<file path="src/hdl/tbva_div.sv">
// Bit-serial unsigned remainder unit, one quotient bit per cycle.
module tbva_div (
  input  logic        clk,
  input  logic        rst_n,
  input  logic        start,
  input  logic [63:0] dividend,
  input  logic [63:0] divisor,
  output logic        done,
  output logic [63:0] rem
);

  logic [63:0] a_r, a_nxt;
  logic [63:0] b_r, b_nxt;
  logic [63:0] rem_r, rem_nxt;
  logic [6:0]  cnt_r, cnt_nxt;
  logic        run_r, run_nxt;
  logic        done_r, done_nxt;
  logic [63:0] shifted;

  // The partial remainder stays below the divisor, so its top bit is free.
  assign shifted = {rem_r[62:0], a_r[63]};

  always_comb begin
    a_nxt    = a_r;
    b_nxt    = b_r;
    rem_nxt  = rem_r;
    cnt_nxt  = cnt_r;
    run_nxt  = run_r;
    done_nxt = 1'b0;
    if (start) begin
      a_nxt   = dividend;
      b_nxt   = divisor;
      rem_nxt = '0;
      cnt_nxt = '0;
      run_nxt = 1'b1;
    end else if (run_r) begin
      a_nxt   = {a_r[62:0], 1'b0};
      rem_nxt = (shifted >= b_r) ? (shifted - b_r) : shifted;
      cnt_nxt = cnt_r + 7'd1;
      if (cnt_r == 7'd63) begin
        run_nxt  = 1'b0;
        done_nxt = 1'b1;
      end
    end
  end

  always_ff @(posedge clk) begin
    if (!rst_n) begin
      run_r  <= 1'b0;
      done_r <= 1'b0;
      cnt_r  <= '0;
    end else begin
      run_r  <= run_nxt;
      done_r <= done_nxt;
      cnt_r  <= cnt_nxt;
    end
    a_r   <= a_nxt;
    b_r   <= b_nxt;
    rem_r <= rem_nxt;
  end

  assign done = done_r;
  assign rem  = rem_r;

endmodule

</file>
<file path="config.mk">
export PLATFORM = sky130hd
export DESIGN_NAME = tbva_div
export DESIGN_NICKNAME = d
export VERILOG_FILES = /design/src/hdl/tbva_div.sv
export SDC_FILE = /design/constraint.sdc
export NUM_CORES = 1
export LEC_CHECK = 0
export BUFFER_PORTS_ARGS = -buffer_cell sky130_fd_sc_hd__buf_2
export CAP_MARGIN = 20
export CORE_ASPECT_RATIO = 1.5
export CORE_MARGIN = 2
export CORE_UTILIZATION = 38
export DETAILED_ROUTE_END_ITERATION = 8
export PLACE_DENSITY = 0.6
export SKIP_CTS_REPAIR_TIMING = 1
export SYNTH_ARGS = -nofsm -noshare
export SYNTH_HDL_FRONTEND = slang
export SYNTH_SLANG_ARGS = --single-unit
</file>
<file path="constraint.sdc">
create_clock -name clk -period 3.5 [get_ports clk]
set_input_delay 0.175 -clock clk [delete_from_list [all_inputs] [get_ports clk]]
set_output_delay 0.175 -clock clk [all_outputs]
set_load 0.03 [all_outputs]
</file>
==> run summary <==
hold depth: 1
Worst-path clk slew: 70 ps
Setup CP Type: flip-flop to flip-flop
cell depth of the worst flop-to-flop path: 13
final setup fails: 0
top post-synthesis cells by count: 138 x nand2_1, 128 x edfxtp_1, 111 x a21oi_1
CTS tree: built
multi-input logic area: 5960 um2
Fillers: 2889
Worst Min Path Start: start
global-route wire length before repair: 51.1 mm
portion of total power attributed to sequential cells: 42.3%
top post-synthesis cells by area: edfxtp_1 32%, dfxtp_1 12%, ha_1 6.9%
top-area cell type share of the netlist area: 32.4%
mapped cell area: 11900 um2
VDD IR-drop max: 490 uV
FP Rows: 79
outcome: finished, final reports clean
worst reg2reg setup slack: 180 ps
post-route worst setup slack: 184 ps
area grow syn2layout: 30.1%
Worst setup SP type: flip-flop
post-route ant nets: 0
Pre-antenna DRT Iters: 7
final hold slack: 11.9 ps
crit share post-route: 94.7%
GRT Overall Usage: 19.5%
WHS Endpoint: b_r[36]$_DFFE_PP_
H-tree depth: 1
Die Wd: 148 um
Max-Cap Viols: 0
Sink Count: 201
remaining routing DRC violations: 0
Core ar.: 30800 um2
Netlist cell types: 77
total nets after synthesis: 1424
Slew Limit Fails: 0
Ys Warns: 0
Hold Crit Class: input pin to flip-flop
synthesized flop and latch total: 201
Die Area: 32700 um2
initial antenna violation count: 0
largest net degree at the start of global routing: 117
fin nets: 1745
CP Max Fanout: 7
worst slew pin tran: 743 ps
vias in the first global route: 9987
share of cells above drive strength 1: 22.7%
final hold vios: 0
WL/cell: 17.5 um
count leader, synth: nand2_1
Switching Fraction: 29.4%
vias post-DR: 10487
share of power burned in the clock network: 35.6%
Async S/R FF share, synth: 0%
FF/Latch Area: 5310 um2
Syn Inst Count: 1227
Pleak: 6.52 nW
RePlAce Congestion: 0.910
Critical Path End Type: flip-flop
Pwr per Cell Area: 436 nW/um2
Worst R2R Start: b_r[15]$_DFFE_PP_
WL final: 34.4 mm
CP arrival: 3770 ps
Final Core Density: 50.0%
predominant post-synthesis flop cell: edfxtp_1
Slew HR: 50.4%
clk buf depth: 3
Clock Latency Late Sink: 540 ps
number of synthesized flops with an enable pin: 128
Yosys top cell by area: edfxtp_1
skew final: 18.3 ps
Die Y: 220 um
grt total ovfl: 0
cell internal pwr: 0.00475 W
Ant. Diodes: 0
switching power: 0.00198 W
initial core utilization: 38.4%
placed cell areas: 13300 um2
Fmax: 0.302 GHz
pre-CTS WS: 31.1 ps
critical path data required time: 3960 ps
PortBufs: 195
combinational power share: 22.2%
sequential share of the synthesized area: 44.7%
Crit Reg-Reg Endpoint: rem[44]$_SDFFE_PP0P_
CTS Buf Count: 23
Finished Cell Area: 15400 um2
# IOs: 196
Starting DRT DRC Count: 489
post-DP HPWL: 24.2 mm
routed vias/inst: 5.33
fin crit period: 3320 ps
Mean Syn Cell Area: 9.66 um2
root buf cell: clkbuf_16
-- flip-flops by register name (all words and copies together) (netlist names) --
register and cells:
a_r 64, cnt_r 7, done 1, rem 64
b_r 64, run_r 1
-- worst max path at each step --
stage | from | end | slack [ps]
floorplan | rem[0]$_SDFFE_PP0P_ | rem[57]$_SDFFE_PP0P_ | 260
global placement | a_r[63]$_DFFE_PP_ | rem[62]$_SDFFE_PP0P_ | 150
detailed placement | a_r[63]$_DFFE_PP_ | rem[5]$_SDFFE_PP0P_ | 30
CTS | a_r[63]$_DFFE_PP_ | rem[62]$_SDFFE_PP0P_ | 10
global route | a_r[63]$_DFFE_PP_ | rem[9]$_SDFFE_PP0P_ | -3
finish | b_r[15]$_DFFE_PP_ | rem[44]$_SDFFE_PP0P_ | 180
-- power by group through the flow --
stage / clock [W] / sequential [W] / combinational [W]
6_report: 0.00239 / 0.00284 / 0.00149
5_1_grt: 0.00253 / 0.00286 / 0.00164
4_1_cts: 0.00246 / 0.00284 / 0.00136
3_5_place_dp: 0 / 0.00289 / 0.00136
3_3_place_gp: 0 / 0.00289 / 0.00135
2_1_floorplan: 0 / 0.00294 / 0.000885
-- critical path, stage by stage, from the launching register on --
cell,delay (ps)
edfxtp_1,330
inv_1,40
ha_1,360
a21oi_1,340
o21ai_1,140
nor4_2,310
a21oi_2,130
a31o_4,270
buf_4,150
a21bo_2,240
a21oi_1,390
nor2_1,90
mux2_2,300
a21oi_1,140
-- cell usage in the layout (no fill, tap or decap), types with 5 or more instances in the layout --
master         synthesis  layout
buf_2                 13     194
nand2_1              138     138
nor2_1               104     104
and3_1                12      12
o21bai_1              13      13
buf_12                 0       5
a21oi_1              111     110
buf_4                  5      27
a21o_1                17      17
xnor2_1               25      25
xor2_1                26      26
o21a_1                12      12
o21ai_0               49      49
dlygate4sd3_1          0     129
ha_1                  65      65
a211oi_1              25      25
clkbuf_16              0      24
nand3_1               29      29
dfxtp_1               73      72
mux2_2                68      68
a311oi_1              21      21
mux2i_1                6       6
o211ai_1              11      11
nor2b_1                8       8
nor3_1                19      19
edfxtp_1             128     128
a221oi_1               5       5
a31oi_1               10       9
nand4_1               19      19
inv_1                 86      85
clkbuf_1              36       6
or3_1                  8       8
-- metrics by stage --
stage	setup TNS, ps	cells	power, W
2_1_floorplan	0	1227	0.00383
3_3_place_gp	0	1793	0.00423
6_report	0	1969	0.00672
3_5_place_dp	0	1793	0.00425
4_1_cts	0	1834	0.00667
5_1_grt	-3.18	1969	0.00703
-- layout make-up --
| class | instances | share of cell area [%] |
|---|---|---|
| multi-input combinational | 879 | 38.7 |
| sequential | 201 | 34.4 |
| timing repair buffer | 357 | 16.9 |
| clock buffer | 30 | 3.97 |
| tap | 405 | 3.29 |
| inverter | 86 | 2.09 |
| clock inverter | 11 | 0.698 |
-- routing by layer --
metal  up-vias  track usage [%]  routed length (um)
met3        98             4.54                1900
met2       328             34.5               17500
met1      4938             21.7               13300
met4         0             10.3                1700
met5         -                0                   0
li1       5123                -                   -
-- cell families (layout without fill, tap and decap cells) --
| logic type | count (synthesis) | after routing | share of synthesized area (%) |
|---|---|---|---|
| AO/OA/AOI/OAI | 332 | 332 | 18.9 |
| XOR/XNOR | 51 | 51 | 3.77 |
| adder cells (fa/ha/maj) | 66 | 66 | 7.03 |
| buffers and inverters | 147 | 484 | 5.21 |
| flip-flops | 201 | 201 | 44.7 |
| multiplexers | 74 | 74 | 6.96 |
| AND/OR/NAND/NOR | 356 | 356 | 13.4 |
(Power assumes the default switching activity.)
